File: src/hdl/assoc_cache_tag_replacement_defines.svh
// assertion helpers for the cache tag controller
`ifndef ASSOC_CACHE_TAG_REPLACEMENT_DEFINES_SVH
`define ASSOC_CACHE_TAG_REPLACEMENT_DEFINES_SVH

// condition must hold in the same cycle
`define ACTR_ASSERT_NOW(label, ante, cons, msg) \
  label: assert property (@(posedge clk) disable iff (rst) (ante) |-> (cons)) \
    else $error(msg);

// condition must hold in the next cycle
`define ACTR_ASSERT_NEXT(label, ante, cons, msg) \
  label: assert property (@(posedge clk) disable iff (rst) (ante) |=> (cons)) \
    else $error(msg);

`endif

File: src/hdl/actr_pkg.sv
package actr_pkg;

  localparam int TAG_W  = 32;
  localparam int FREQ_W = 16;

  localparam logic [1:0] MODE_READ   = 2'd0;
  localparam logic [1:0] MODE_WRITE  = 2'd1;
  localparam logic [1:0] MODE_REVEAL = 2'd2;

  localparam logic [1:0] POL_RANDOM = 2'd0;
  localparam logic [1:0] POL_LFU    = 2'd1;
  localparam logic [1:0] POL_LRU    = 2'd2;

  localparam logic [2:0] CFG_WRITE_BACK_MODE = 3'd0;
  localparam logic [2:0] CFG_REPLACE_POLICY  = 3'd1;
  localparam logic [2:0] CFG_OFFSET_BITS     = 3'd2;
  localparam logic [2:0] CFG_FREQ_COUNT_BITS = 3'd3;
  localparam logic [2:0] CFG_FREQ_INIT_VALUE = 3'd4;
  localparam logic [2:0] CFG_AGING_INTERVAL  = 3'd5;
  localparam logic [2:0] CFG_AGING_SHIFT     = 3'd6;

  typedef struct packed {
    logic [1:0]       mode;
    logic [TAG_W-1:0] address;
    logic [15:0]      random_pick;
  } req_t;

  typedef struct packed {
    logic             hit;
    logic [3:0]       entry_index;
    logic             allocated;
    logic [TAG_W-1:0] fill_address;
    logic             writeback_needed;
    logic [TAG_W-1:0] writeback_address;
    logic             forward_write;
  } rsp_t;

  // saturation value for a given counter width, width clamped to 1..16
  function automatic logic [FREQ_W-1:0] freq_max(input logic [4:0] bits);
    logic [4:0] b;
    b = bits;
    if (b == 5'd0) b = 5'd1;
    if (b > 5'd16) b = 5'd16;
    return FREQ_W'((17'd1 << b) - 17'd1);
  endfunction

  function automatic logic [FREQ_W-1:0] freq_inc(input logic [FREQ_W-1:0] f,
                                                 input logic [FREQ_W-1:0] m);
    return (f < m) ? f + 16'd1 : m;
  endfunction

endpackage

File: src/hdl/actr_chan_if.sv
interface actr_chan_if #(parameter type payload_t = logic);
  logic     valid;
  logic     ready;
  payload_t data;

  modport source (output valid, output data, input ready);
  modport sink (input valid, input data, output ready);
endinterface

File: src/hdl/actr_mem.sv
module actr_mem #(
  parameter int DEPTH = 16,
  parameter int WIDTH = 8
) (
  input  logic                     clk,
  input  logic                     we,
  input  logic [$clog2(DEPTH)-1:0] waddr,
  input  logic [WIDTH-1:0]         wdata,
  input  logic [$clog2(DEPTH)-1:0] raddr,
  output logic [WIDTH-1:0]         rdata
);

  logic [WIDTH-1:0] mem [DEPTH];

  always_ff @(posedge clk) begin
    if (we) begin
      mem[waddr] <= wdata;
    end
    rdata <= mem[raddr];
  end

endmodule

File: src/hdl/actr_div.sv
// restoring remainder unit, one quotient bit per cycle
module actr_div (
  input  logic        clk,
  input  logic        rst,
  input  logic        start,
  input  logic [15:0] dividend,
  input  logic [15:0] divisor,
  output logic        done,
  output logic [15:0] remainder
);

  logic        busy;
  logic [3:0]  step;
  logic [15:0] shreg;
  logic [15:0] dvs;
  logic [16:0] trial;

  assign trial = {remainder, shreg[15]};

  always_ff @(posedge clk) begin
    if (rst) begin
      busy <= 1'b0;
      done <= 1'b0;
      step <= '0;
    end else begin
      done <= 1'b0;
      if (start) begin
        busy      <= 1'b1;
        step      <= '0;
        shreg     <= dividend;
        dvs       <= divisor;
        remainder <= '0;
      end else if (busy) begin
        if (trial >= {1'b0, dvs}) begin
          remainder <= 16'(trial - {1'b0, dvs});
        end else begin
          remainder <= trial[15:0];
        end
        shreg <= {shreg[14:0], 1'b0};
        step  <= step + 4'd1;
        if (step == 4'd15) begin
          busy <= 1'b0;
          done <= 1'b1;
        end
      end
    end
  end

endmodule

File: src/hdl/assoc_cache_tag_replacement.sv
// Tag and replacement controller of a fully associative cache. Tag, count
// and usage rank of every entry sit in one entry memory with a registered
// read, and every access works through it in passes of one entry per cycle.
// A hit makes three passes over the next_free valid entries (tag compare,
// insertion point, rank update), and a fill into a free entry makes the same
// passes with the new entry taken into the last one. Once full, an eviction
// adds a pass over all NUM_ENTRIES entries to fetch the victim; under LFU it
// adds another such pass for the run of least counts at the tail and a
// remainder division for the random pick among them, and a read under LFU
// with a nonzero aging period adds such a division as well. Free entries are
// filled in index order before anything is evicted. One item is worked at a
// time; a finished result sits in an output register so the next item can be
// taken while it waits.
`include "assoc_cache_tag_replacement_defines.svh"

module assoc_cache_tag_replacement #(
  parameter int NUM_ENTRIES = 16
) (
  input  logic        clk,
  input  logic        rst,
  actr_chan_if.sink   req,
  actr_chan_if.source rsp,
  input  logic        cfg_we,
  input  logic [2:0]  cfg_index,
  input  logic [15:0] cfg_data
);

  localparam int IW = $clog2(NUM_ENTRIES);
  localparam int CW = $clog2(NUM_ENTRIES + 1);
  // reciprocal of the depth, exact for any 16-bit pick
  localparam int RSH = 16 + $clog2(NUM_ENTRIES);
  localparam longint unsigned RCP =
    ((64'd1 << RSH) + 64'(NUM_ENTRIES) - 64'd1) / 64'(NUM_ENTRIES);

  typedef struct packed {
    logic [actr_pkg::TAG_W-1:0]  tag;
    logic [actr_pkg::FREQ_W-1:0] freq;
    logic [IW-1:0]               rank;
  } ent_t;

  typedef enum logic [8:0] {
    S_IDLE    = 9'b000000001,
    S_AGEDIV  = 9'b000000010,
    S_SCANA   = 9'b000000100,
    S_SCANB   = 9'b000001000,
    S_PICKDIV = 9'b000010000,
    S_SCANC   = 9'b000100000,
    S_SCAND   = 9'b001000000,
    S_SCANE   = 9'b010000000,
    S_OUT     = 9'b100000000
  } state_t;

  state_t state;

  // configuration
  logic        wbm;
  logic [1:0]  policy;
  logic [3:0]  offset_bits;
  logic [4:0]  fcb;
  logic [15:0] finit;
  logic [15:0] aint;
  logic [3:0]  ashift;

  // persistent state beside the memory
  logic [CW-1:0]          next_free;
  logic [15:0]            rc;
  logic [NUM_ENTRIES-1:0] dirty;

  // item context
  logic [1:0]  mode_q;
  logic [31:0] aligned_q;
  logic [15:0] pick_q;
  logic        lfu_q;
  logic        age;
  logic        hit_f;
  logic        alloc_f;
  logic        evict_f;
  logic        new_ent;
  logic        wb_f;
  logic [IW-1:0] hit_idx;
  logic [15:0]   hit_freq;
  logic [IW-1:0] hit_rank;
  logic [15:0]   tail_freq;
  logic [15:0]   least;
  logic          rstar_f;
  logic [IW-1:0] rstar;
  logic          by_rank;
  logic [IW-1:0] tgt;
  logic [IW-1:0] e;
  logic [15:0]   f_new;
  logic          re_valid;
  logic [IW-1:0] re;
  logic [31:0]   vtag;
  logic          pmin_f;
  logic [IW-1:0] pmin;
  logic [CW-1:0] p;

  // scan engine
  logic [CW-1:0] iss;
  logic [CW-1:0] slen;
  logic          pvld;
  logic [IW-1:0] pidx;
  logic          scanning;
  logic          issue;
  logic          scan_done;

  // memory port
  logic          mem_we;
  logic [IW-1:0] mem_wa;
  ent_t          mem_wd;
  ent_t          rd;

  // divider
  logic        div_start;
  logic [15:0] div_a;
  logic [15:0] div_b;
  logic        div_done;
  logic [15:0] div_rem;

  // random pick reduced by the depth
  logic [32:0] pick_prod;
  logic [15:0] pick_quo;
  logic [15:0] pick_rem;

  logic                rsp_valid;
  actr_pkg::rsp_t      rsp_data;

  logic [15:0]   fmax;
  logic [15:0]   init_clamped;
  logic [15:0]   fa;
  logic [IW-1:0] pos;
  logic [IW-1:0] pos_new;
  logic [CW-1:0] cnt;
  logic [CW-1:0] nprime;
  logic          full;
  logic          alloc_req;
  logic [31:0]   e_wide;
  logic [31:0]   aligned_in;

  assign fmax         = actr_pkg::freq_max(fcb);
  assign init_clamped = (finit < fmax) ? finit : fmax;
  assign full         = (next_free == CW'(NUM_ENTRIES));
  assign alloc_req    = (mode_q == actr_pkg::MODE_READ) ||
                        ((mode_q == actr_pkg::MODE_WRITE) && wbm);
  assign aligned_in   = req.data.address & (32'hFFFF_FFFF << offset_bits);
  assign cnt          = rstar_f ? CW'(NUM_ENTRIES - 1) - CW'(rstar) : CW'(NUM_ENTRIES);
  assign nprime       = next_free - CW'(re_valid);
  assign e_wide       = 32'(e);

  assign pick_prod = 33'(pick_q) * 33'(RCP);
  assign pick_rem  = pick_q - 16'(pick_quo * 16'(NUM_ENTRIES));

  assign scanning  = (state == S_SCANA) || (state == S_SCANB) || (state == S_SCANC) ||
                     (state == S_SCAND) || (state == S_SCANE);
  assign issue     = scanning && (iss < slen);
  // the pass ends once no entry is left in flight, so the last write lands before the next pass
  assign scan_done = !pvld && (iss == slen);

  assign fa      = age ? (rd.freq >> ashift) : rd.freq;
  // position in the usage order with the relinked entry taken out
  assign pos     = rd.rank - IW'(re_valid && (rd.rank > re));
  assign pos_new = ({1'b0, pos} < p) ? pos : pos + IW'(1);

  always_comb begin
    mem_we = 1'b0;
    mem_wa = pidx;
    mem_wd = rd;
    if (state == S_SCANA) begin
      mem_we      = pvld && age;
      mem_wd.freq = fa;
    end else if (state == S_SCANE) begin
      mem_we = pvld;
      if (pidx == e) begin
        mem_wd.tag  = aligned_q;
        mem_wd.freq = f_new;
        mem_wd.rank = p[IW-1:0];
      end else begin
        mem_wd.rank = pos_new;
      end
    end
  end

  actr_mem #(
    .DEPTH (NUM_ENTRIES),
    .WIDTH ($bits(ent_t))
  ) u_mem (
    .clk   (clk),
    .we    (mem_we),
    .waddr (mem_wa),
    .wdata (mem_wd),
    .raddr (iss[IW-1:0]),
    .rdata (rd)
  );

  actr_div u_div (
    .clk       (clk),
    .rst       (rst),
    .start     (div_start),
    .dividend  (div_a),
    .divisor   (div_b),
    .done      (div_done),
    .remainder (div_rem)
  );

  assign req.ready = (state == S_IDLE);
  assign rsp.valid = rsp_valid;
  assign rsp.data  = rsp_data;

  always_ff @(posedge clk) begin
    if (rst) begin
      state       <= S_IDLE;
      wbm         <= 1'b0;
      policy      <= actr_pkg::POL_LRU;
      offset_bits <= 4'd6;
      fcb         <= 5'd8;
      finit       <= 16'd0;
      aint        <= 16'd256;
      ashift      <= 4'd1;
      next_free   <= '0;
      rc          <= '0;
      dirty       <= '0;
      iss         <= '0;
      pvld        <= 1'b0;
      div_start   <= 1'b0;
      rsp_valid   <= 1'b0;
    end else begin
      div_start <= 1'b0;
      pick_quo  <= 16'(pick_prod >> RSH);

      if (cfg_we) begin
        unique case (cfg_index)
          actr_pkg::CFG_WRITE_BACK_MODE: wbm         <= cfg_data[0];
          actr_pkg::CFG_REPLACE_POLICY:  policy      <= cfg_data[1:0];
          actr_pkg::CFG_OFFSET_BITS:     offset_bits <= cfg_data[3:0];
          actr_pkg::CFG_FREQ_COUNT_BITS: fcb         <= cfg_data[4:0];
          actr_pkg::CFG_FREQ_INIT_VALUE: finit       <= cfg_data;
          actr_pkg::CFG_AGING_INTERVAL:  aint        <= cfg_data;
          actr_pkg::CFG_AGING_SHIFT:     ashift      <= cfg_data[3:0];
          default: ;
        endcase
      end

      if (rsp_valid && rsp.ready && (state != S_OUT)) begin
        rsp_valid <= 1'b0;
      end

      if (scanning) begin
        if (scan_done) begin
          iss  <= '0;
          pvld <= 1'b0;
        end else begin
          pvld <= issue;
          pidx <= iss[IW-1:0];
          if (issue) begin
            iss <= iss + CW'(1);
          end
        end
      end

      unique case (state)
        S_IDLE: begin
          if (req.valid) begin
            mode_q    <= req.data.mode;
            aligned_q <= aligned_in;
            pick_q    <= req.data.random_pick;
            lfu_q     <= (policy == actr_pkg::POL_LFU);
            age       <= 1'b0;
            hit_f     <= 1'b0;
            alloc_f   <= 1'b0;
            evict_f   <= 1'b0;
            new_ent   <= 1'b0;
            wb_f      <= 1'b0;
            re_valid  <= 1'b0;
            rstar_f   <= 1'b0;
            pmin_f    <= 1'b0;
            e         <= '0;
            slen      <= next_free;
            if (req.data.mode == actr_pkg::MODE_READ) begin
              rc <= rc + 16'd1;
              if ((policy == actr_pkg::POL_LFU) && (aint != 16'd0)) begin
                div_a     <= rc + 16'd1;
                div_b     <= aint;
                div_start <= 1'b1;
                state     <= S_AGEDIV;
              end else begin
                state <= S_SCANA;
              end
            end else if ((req.data.mode == actr_pkg::MODE_WRITE) ||
                         (req.data.mode == actr_pkg::MODE_REVEAL)) begin
              state <= S_SCANA;
            end else begin
              state <= S_OUT;
            end
          end
        end

        S_AGEDIV: begin
          if (div_done) begin
            age   <= (div_rem == 16'd0);
            state <= S_SCANA;
          end
        end

        // tag compare, aging write-back, tail of the usage order
        S_SCANA: begin
          if (pvld) begin
            if (!hit_f && (rd.tag == aligned_q)) begin
              hit_f    <= 1'b1;
              hit_idx  <= pidx;
              hit_freq <= fa;
              hit_rank <= rd.rank;
            end
            if (rd.rank == IW'(NUM_ENTRIES - 1)) begin
              tail_freq <= fa;
            end
          end
          if (scan_done) begin
            slen <= next_free;
            if (hit_f) begin
              e        <= hit_idx;
              f_new    <= lfu_q ? actr_pkg::freq_inc(hit_freq, fmax) : hit_freq;
              re_valid <= 1'b1;
              re       <= hit_rank;
              state    <= S_SCAND;
            end else if (alloc_req) begin
              alloc_f <= 1'b1;
              f_new   <= actr_pkg::freq_inc(init_clamped, fmax);
              if (!full) begin
                e       <= next_free[IW-1:0];
                new_ent <= 1'b1;
                state   <= S_SCAND;
              end else begin
                evict_f <= 1'b1;
                slen    <= CW'(NUM_ENTRIES);
                if (policy == actr_pkg::POL_RANDOM) begin
                  by_rank <= 1'b0;
                  tgt     <= IW'(pick_rem);
                  state   <= S_SCANC;
                end else if (lfu_q) begin
                  least <= tail_freq;
                  state <= S_SCANB;
                end else begin
                  by_rank <= 1'b1;
                  tgt     <= IW'(NUM_ENTRIES - 1);
                  state   <= S_SCANC;
                end
              end
            end else begin
              state <= S_OUT;
            end
          end
        end

        // length of the run of least counts at the tail
        S_SCANB: begin
          if (pvld && (rd.freq != least) && (!rstar_f || (rd.rank > rstar))) begin
            rstar_f <= 1'b1;
            rstar   <= rd.rank;
          end
          if (scan_done) begin
            div_a     <= pick_q;
            div_b     <= 16'(cnt);
            div_start <= 1'b1;
            state     <= S_PICKDIV;
          end
        end

        S_PICKDIV: begin
          if (div_done) begin
            by_rank <= 1'b1;
            tgt     <= IW'(NUM_ENTRIES - 1) - div_rem[IW-1:0];
            state   <= S_SCANC;
          end
        end

        // fetch the victim
        S_SCANC: begin
          if (pvld && (by_rank ? (rd.rank == tgt) : (pidx == tgt))) begin
            e        <= pidx;
            vtag     <= rd.tag;
            re       <= rd.rank;
            re_valid <= 1'b1;
          end
          if (scan_done) begin
            slen  <= next_free;
            state <= S_SCAND;
          end
        end

        // insertion point: first entry whose count is not larger
        S_SCAND: begin
          if (pvld && (pidx != e) && lfu_q && (rd.freq <= f_new) &&
              (!pmin_f || (pos < pmin))) begin
            pmin_f <= 1'b1;
            pmin   <= pos;
          end
          if (scan_done) begin
            if (!lfu_q) begin
              p <= '0;
            end else if (pmin_f) begin
              p <= CW'(pmin);
            end else begin
              p <= nprime;
            end
            slen  <= next_free + CW'(new_ent);
            state <= S_SCANE;
          end
        end

        S_SCANE: begin
          if (scan_done) begin
            if (hit_f) begin
              if ((mode_q == actr_pkg::MODE_WRITE) && wbm) begin
                dirty[e] <= 1'b1;
              end
            end else begin
              dirty[e] <= (mode_q == actr_pkg::MODE_WRITE);
            end
            wb_f      <= evict_f && wbm && dirty[e];
            next_free <= next_free + CW'(new_ent);
            state     <= S_OUT;
          end
        end

        S_OUT: begin
          if (!rsp_valid || rsp.ready) begin
            rsp_valid                  <= 1'b1;
            rsp_data.hit               <= hit_f;
            rsp_data.entry_index       <= (hit_f || alloc_f) ? e_wide[3:0] : 4'd0;
            rsp_data.allocated         <= alloc_f;
            rsp_data.fill_address      <= alloc_f ? aligned_q : 32'd0;
            rsp_data.writeback_needed  <= wb_f;
            rsp_data.writeback_address <= wb_f ? vtag : 32'd0;
            rsp_data.forward_write     <= (mode_q == actr_pkg::MODE_REVEAL) ||
                                          ((mode_q == actr_pkg::MODE_WRITE) && !wbm);
            state                      <= S_IDLE;
          end
        end

        default: state <= S_IDLE;
      endcase
    end
  end

  `ACTR_ASSERT_NOW(a_fill_bound, 1'b1, next_free <= CW'(NUM_ENTRIES), "fill count beyond depth")
  `ACTR_ASSERT_NOW(a_hit_or_alloc, rsp_valid, !(rsp_data.hit && rsp_data.allocated), "hit and fill together")
  `ACTR_ASSERT_NOW(a_wb_needs_alloc, rsp_valid && rsp_data.writeback_needed, rsp_data.allocated && wbm, "write-back without eviction")
  `ACTR_ASSERT_NEXT(a_leave_idle, req.valid && req.ready, state != S_IDLE, "item taken but sequencer idle")

endmodule

File: src/flat_wrapper.sv
// flat-port wrapper written by rule: the top's interface ports become plain ports
module assoc_cache_tag_replacement_flat 
#(
  parameter int NUM_ENTRIES = 16
)
  (clk, rst, cfg_we, cfg_index, cfg_data, req_valid, req_data, req_ready, rsp_valid, rsp_data, rsp_ready);
  actr_chan_if #(.payload_t(actr_pkg::req_t)) req_i ();
  actr_chan_if #(.payload_t(actr_pkg::rsp_t)) rsp_i ();
  input  logic clk;
  input  logic rst;
  input  logic cfg_we;
  input  logic [2:0] cfg_index;
  input  logic [15:0] cfg_data;
  input wire logic [$bits(req_i.valid)-1:0] req_valid;
  input wire logic [$bits(req_i.data)-1:0] req_data;
  output wire logic [$bits(req_i.ready)-1:0] req_ready;
  output wire logic [$bits(rsp_i.valid)-1:0] rsp_valid;
  output wire logic [$bits(rsp_i.data)-1:0] rsp_data;
  input wire logic [$bits(rsp_i.ready)-1:0] rsp_ready;
  assign req_i.valid = req_valid;
  assign req_i.data = req_data;
  assign req_ready = req_i.ready;
  assign rsp_valid = rsp_i.valid;
  assign rsp_data = rsp_i.data;
  assign rsp_i.ready = rsp_ready;
  assoc_cache_tag_replacement #(.NUM_ENTRIES(NUM_ENTRIES)) u_core (.clk(clk), .rst(rst), .req(req_i), .rsp(rsp_i), .cfg_we(cfg_we), .cfg_index(cfg_index), .cfg_data(cfg_data));
endmodule
File: config.mk
export PLATFORM = sky130hd
export DESIGN_NAME = assoc_cache_tag_replacement_flat
export DESIGN_NICKNAME = d
export VERILOG_FILES = /design/src/hdl/actr_pkg.sv /design/src/hdl/actr_chan_if.sv /design/src/hdl/actr_mem.sv /design/src/hdl/actr_div.sv /design/src/hdl/assoc_cache_tag_replacement.sv /design/src/flat_wrapper.sv
export VERILOG_INCLUDE_DIRS = /design/src /design/src/hdl
export SDC_FILE = /design/constraint.sdc
export NUM_CORES = 2
export LEC_CHECK = 0
export BUFFER_PORTS_ARGS = -buffer_cell sky130_fd_sc_hd__buf_2
export CAP_MARGIN = 20
export CORE_MARGIN = 2
export CORE_UTILIZATION = 43
export CTS_CLUSTER_DIAMETER = 80
export CTS_CLUSTER_SIZE = 12
export DETAILED_ROUTE_END_ITERATION = 6
export PLACE_DENSITY = 0.56
export SETUP_SLACK_MARGIN = 0.5
export SYNTH_ARGS = -nofsm -noshare
export SYNTH_HDL_FRONTEND = slang
export SYNTH_SLANG_ARGS = --single-unit
File: constraint.sdc
create_clock -name clk -period 9.5 [get_ports clk]
set_input_delay 1.9 -clock clk [delete_from_list [all_inputs] [get_ports clk]]
set_output_delay 1.9 -clock clk [all_outputs]
set_load 0.01 [all_outputs]
# Word-level counts from Yosys, hierarchy flattened
# Memory sizes are Yosys's and may differ from the RTL's. A register that Yosys moved wholly into a read port is not among the register bits.
# Index checks and enable logic that the tools add are counted.
dict set report totals {
  n_memories 1
  ram_bits 832
  input_bits 74
  ff_bits 459
}
# memory depth width read_ports rd_clocked_by_memory_dff wr line_no
set memory_table {}
lappend memory_table {u_core.u_mem.mem 16 52 1 1 1 actr_mem.sv:13} ;# logic [WIDTH-1:0] mem [DEPTH];
dict set report classes {
  add_sub_neg 14
  order_cmp 13
  n_mux 142
  eq_ne 56
  bitwise_logic 8
  shift 3
  reduce_logical 98
}
# operator count
set op_table {}
lappend op_table {{$mux W16} 22}
lappend op_table {{$mux W9} 15}
lappend op_table {{$pmux W9 S9} 1}
lappend op_table {{$mux W4} 20}
lappend op_table {{$pmux W16 S2} 2}
lappend op_table {{$mux W5} 12}
lappend op_table {{$mux W52} 1}
lappend op_table {{$add A16 B1 Y16 const B} 3}
lappend op_table {{$lt A16 B16 Y1} 3}
lappend op_table {{$mux W48} 1}
lappend op_table {{$mux W1} 47}
lappend op_table {{$and A32 B32 Y32} 1}
lappend op_table {{$eq A32 B32 Y1} 1}
lappend op_table {{$mux W32} 1}
lappend op_table {{$shl A32 B4 Y32 const A} 1}
lappend op_table {{$reduce_and A4 Y1} 7}
lappend op_table {{$reduce_and A3 Y1} 9}
lappend op_table {{$ne A2 B1 Y1 const B} 12}
lappend op_table {{$reduce_and A6 Y1} 4}
lappend op_table {{$reduce_and A2 Y1} 11}
lappend op_table {{$reduce_and A7 Y1} 3}
lappend op_table {{$logic_and A1 B1 Y1} 20}
lappend op_table {{$ne A2 B2 Y1 const B} 10}
lappend op_table {{$pmux W1 S2} 10}
lappend op_table {{71 further kinds} 117}

# Longest topological paths before layout
dict set report depth {
  depth_word 12
  mapped_depth 33
}

# Modules after synthesis
# From an unflattened synthesis, not the netlist that was laid out.
dict set report unflattened {
  hier_cells 3793
  hier_area_um2 57082.2
}
# module instances cells_each seq_area_each_um2 area_per_inst_um2
set by_module_without_submodules {}
lappend by_module_without_submodules {actr_mem 1 1344 26025.0 32217.1}
lappend by_module_without_submodules {assoc_cache_tag_replacement 1 2162 11140.7 21714.6}
lappend by_module_without_submodules {actr_div 1 287 1561.5 3150.5}

# Worst setup path after synthesis
# No wires, ideal clock.
dict set report synth_timing {
  path_kind {in2reg}
  start {in rst}
  end {reg u_core.rsp.data[0] (netlist name)}
  cell_stages 3
  n_path_buf 2
  t_arrival_ps 7593
  path_slack_ps 1301
  cell_sequence {clkbuf_1 > clkbuf_1 > nor3b_1}
}
dict set report synth_between {
  elab_chain_cells 2
}
# element line_no
set synth_lines {}
lappend synth_lines {{start: declaration} flat_wrapper.sv:10} ;# input logic rst;
lappend synth_lines {{$not A1 Y1 (no source line)} n/a}
lappend synth_lines {{$reduce_and A3 Y1 (no source line)} n/a}
# No other way between the ends.
# A chain may end at the register's enable or synchronous reset.

# Final worst setup path
dict set report layout_timing {
  start {reg u_core.fcb[4]}
  end {reg u_core.f_new[6], data pin}
}
dict set report layout_between {
  elab_chain_cells 12
  word_cells_on_any_way 16
}
# element line_no
set layout_lines {}
lappend layout_lines {{start: declaration} assoc_cache_tag_replacement.sv:59} ;# logic [4:0] fcb;
lappend layout_lines {{start signal: assignment} assoc_cache_tag_replacement.sv:235} ;# actr_pkg::CFG_FREQ_COUNT_BITS: fcb <= cfg_data[4:0];
lappend layout_lines {{$logic_not A5 Y1} actr_pkg.sv:42} ;# if (b == 5'd0) b = 5'd1;
lappend layout_lines {{$mux W5 (*)} actr_pkg.sv:42}
lappend layout_lines {{$gt A5 B5 Y1} actr_pkg.sv:43} ;# if (b > 5'd16) b = 5'd16;
lappend layout_lines {{$mux W5 (*)} actr_pkg.sv:43}
lappend layout_lines {{$shl A1 B5 Y16 (*)} actr_pkg.sv:44} ;# return FREQ_W'((17'd1 << b) - 17'd1);
lappend layout_lines {{$sub A16 B1 Y16 (*)} actr_pkg.sv:44}
lappend layout_lines {{$lt A16 B16 Y1} assoc_cache_tag_replacement.sv:141} ;# assign init_clamped = (finit < fmax) ? finit : fmax;
lappend layout_lines {{$mux W16} assoc_cache_tag_replacement.sv:141}
lappend layout_lines {{$add A16 B1 Y16 / $lt A16 B16 Y1 (equally long branches)} actr_pkg.sv:49} ;# return (f < m) ? f + 16'd1 : m;
lappend layout_lines {{$mux W16} actr_pkg.sv:49}
lappend layout_lines {{$mux W16} assoc_cache_tag_replacement.sv:325} ;# end else if (alloc_req) begin
lappend layout_lines {{$mux W16 (*)} assoc_cache_tag_replacement.sv:319} ;# if (hit_f) begin
lappend layout_lines {{end signal: assignment} assoc_cache_tag_replacement.sv:321} ;# f_new <= lfu_q ? actr_pkg::freq_inc(hit_freq, fmax) : hit_freq;
lappend layout_lines {{end signal: assignment} assoc_cache_tag_replacement.sv:327} ;# f_new <= actr_pkg::freq_inc(init_clamped, fmax);
lappend layout_lines {{end: declaration} assoc_cache_tag_replacement.sv:90} ;# logic [15:0] f_new;
# Mark *: on every way between the ends. The rest lies on a longest branch, timed or not. The select of a mux whose other input is x is not followed.

==> impl_metrics.csv <==
group,metric,value,unit
sta,slew_headroom,21.7,%
sta,whs,0.417,ns
pwr,cellPowerDensity,196,nW/um^2
layout,syn2layout_area_growth,12.2,%
sta,period_minus_slack,7.98,ns
drt,post-route-drc-count,0,
synthesis,yosys.cell_count.top_type,"edfxtp_1",
hold_path,hold-path-endpoint,"u_core.least[12]$_DFFE_PP_",
drt,vias,31400,
hold_path,holdPathStages,0,
cts,clk_pin_slew,0.06,ns
hold_path,hp-start,"u_core.tail_freq[12]$_DFFE_PP_",
placement,portBuffers,147,
sta,fmax,125,MHz
sta,final-setup-viol-count,0,
die,io_pins,148,
drt,drt-initial-drc-count,2882,
drt,first_pass_iters,5,
pwr,p_leak,0.0207,uW
sta,finalSetupTns,0,ns
synthesis,synth_top_area_share,62.7,%
cts,holdBufCountCts,0,
layout,final_nets,3915,
die,std_cell_rows,133,
global_route,grtUsageTotal,20.9,%
synthesis,synth_flop_cell,"edfxtp_1",
global_route,grt_pass1_wl,209,mm
layout,drive_above_1_share,19.7,%
cts,cts_root_buf,"clkbuf_16",
drt,via_per_inst,5.61,
worst_setup_path,r2r-end,"u_core.f_new[6]$_DFFE_PP_",
synthesis,ys_seq_area_share,68.3,%
worst_setup_path,worstPathRequired,10.01,ns
die,coreArea,131000,um^2
placement,dp_hpwl,84.5,mm
sta,post-route-period-util,84.0,%
worst_setup_path,crit_fanout,23,
cts,cts_buffer_depth,3,
worst_setup_path,worst_setup_path_start_kind,"flip-flop",
worst_setup_path,criticalPathCategory,"flip-flop to flip-flop",
worst_setup_path,cp-startpoint,"u_core.fcb[4]$_SDFFE_PP0P_",
placement,place_area,59700,um^2
worst_setup_path,worst_r2r_path_depth,24,
synthesis,synth_cell_type_count,85,
layout,instances_no_fill,5589,
placement,globalplace.congestion,0.888,
cts,clock_sinks,1343,
pwr,ir_drop,0.000166,V
sta,fin_worst_skew,0.0272,ns
cts,h-tree-depth,4,
global_route,grt_pass1_vias,31200,
die,die_h,367,um
drt,wirelength,141,mm
synthesis,ys_top_cells_by_area,"edfxtp_1 (63%), mux4_2 (11%), dfxtp_1 (5.6%), ha_1 (2.3%), nand2_1 (1.6%)",
synthesis,ys_async_sr_fraction,0,%
synthesis,synthCells,3556,
synthesis,synthTopCellsByCount,"edfxtp_1 (1183), mux4_2 (266), nand2_1 (245)",
die,die_x,367,um
synthesis,synth_edf_count,1183,
run_status,outcome,"completed",
sta,hold_viol,0,
global_route,grt_max_degree,139,
cts,cts_tree,"done",
drt,routedWlPerCell,25.3,um
synthesis,yosys_warnings,0,
global_route,overflow,0,
synthesis,syn_area,56700,um^2
worst_setup_path,arrival,8.49,ns
synthesis,synth.ff_latch_count,1343,
cts,post_cts_buffers,0,
sta,drv_slew,0,
cts,cts-buffers-inserted,131,
sta,worst-slew-pin-transition,1.17,ns
flow_run,maxCapViolations,0,
hold_path,holdCritPathClass,"flip-flop to flip-flop",
die,start_util,43.2,%
synthesis,synth_nets,3736,
die,dieArea,135000,um^2
synthesis,syn_avg_cell_area,15.9,um^2
placement,placed_cells,5357,
sta,rsz0062_at_grt,"no",
worst_setup_path,reg2reg_from,"u_core.fcb[4]$_SDFFE_PP0P_",
global_route,grt_antenna_before_repair,5,
cts,clk_latency,0.78,ns
layout,stdcell_area,63600,um^2
drt,route.antenna.remaining_nets,0,
worst_setup_path,reg2reg_slack,1.52,ns
worst_setup_path,end_kind,"flip-flop",
synthesis,synth.largest_area_cell,"edfxtp_1",
cts,ctsResizeCount,0,
## through the flow
stage / power (uW) / setup slack [ns] / util, %
after floorplan: 7350 / 1.30 / -
after global placement: 7670 / 1.76 / 45.5
after detailed placement: 7680 / 1.62 / 45.5
after CTS: 12600 / 1.61 / 48.5
after global routing: 12900 / 0.929 / 48.5
final: 12500 / 1.52 / 48.5
## cell usage in the layout, fill, tap and decap left out, drive strengths merged, types with 12 or more instances in the layout
| cell type | n |
|---|---|
| edfxtp | 1183 |
| mux4 | 266 |
| nand2 | 246 |
| buf | 227 |
| clkbuf | 216 |
| nor2 | 178 |
| dfxtp | 160 |
| a21oi | 153 |
| o21ai | 144 |
| inv | 119 |
| ha | 105 |
| mux2i | 86 |
| and2 | 77 |
| xnor2 | 65 |
| mux2 | 60 |
| xor2 | 59 |
| nor3 | 48 |
| nor2b | 42 |
| nand3 | 41 |
| nand4 | 34 |
| nand2b | 28 |
| and3 | 26 |
| a211oi | 24 |
| or3 | 23 |
| o21a | 19 |
| nor4 | 18 |
| a21o | 14 |
| nor3b | 12 |
## flip-flops by register name (all words and copies together), names as in the netlist, 9 cells and up
signal                  cells
u_core.aligned_q           32
u_core.least               16
u_core.u_div.remainder     16
u_core.u_mem.rdata         52
u_core.vtag                32
u_core.state                9
u_core.tail_freq           16
u_core.rsp.data            72
u_core.pick_q              16
u_core.div_a               16
u_core.finit               16
u_core.dirty               16
u_core.f_new               16
u_core.div_b               16
u_core.u_div.dvs           16
u_core.aint                16
u_core.rc                  16
u_core.hit_freq            16
u_core.u_mem.mem          832
u_core.u_div.shreg         16
## layer usage
metal / global-route usage (%) / up-vias / wire length (um)
met3: 3.95 / 180 / 8180
met4: 5.66 / 2 / 2980
met5: 0 / - / 13
li1: - / 14100 / -
met1: 29.7 / 16200 / 63300
met2: 33.1 / 839 / 66800
## cell type report
cell class	count	area (um^2)
antenna	1	2.50
clock buffer	216	3640
clock inverter	15	256
fill	11300	67500
inverter	110	413
multi-input combinational	1922	17000
sequential	1343	38700
tap	1755	2200
timing repair buffer	227	1360
## how the worst max path moves through the flow
stage | end
after global placement | u_core.f_new[10]$_DFFE_PP_
after global routing | u_core.f_new[6]$_DFFE_PP_
after CTS | u_core.f_new[6]$_DFFE_PP_
after detailed placement | u_core.f_new[6]$_DFFE_PP_
after floorplan | u_core.rsp.data[0]$_DFFE_PP_
final | u_core.f_new[6]$_DFFE_PP_
## report_power, final
group | switching (uW) | internal [uW] | total, uW
registers | 109 | 6540 | 6650
clock network | 2260 | 2660 | 4910
logic | 549 | 353 | 902
## cell families after synthesis
kind of cell / after synthesis / share of synthesized area, %
muxes: 412 / 13.3
other: 1 / 0.00661
DFF: 1343 / 68.3
AOI/OAI and AO/OA: 463 / 4.99
buffers and inverters: 291 / 1.97
adders and majority gates: 107 / 2.37
xor gates and xnor gates: 124 / 1.92
and+or+nand+nor: 815 / 7.15
## critical path, stage by stage (launching register included)
cell,delay [ns]
dfxtp_1,0.73
or2_2,0.25
clkinv_1,0.26
nand2_1,0.16
ha_1,0.50
or4b_4,0.56
nand2_2,0.12
a31o_2,0.18
inv_1,0.16
ha_1,0.33
and4_1,0.27
a221o_1,0.34
or3_4,0.50
nor2_1,0.38
o21ai_0,0.20
ha_1,0.33
and3_1,0.19
and3_1,0.21
and2_1,0.18
o21a_1,0.10
a211oi_1,0.29
nand4_2,0.31
and2_1,0.55
o31ai_1,0.50
o22ai_1,0.11
No activity file was read; power rests on OpenSTA's default activity.
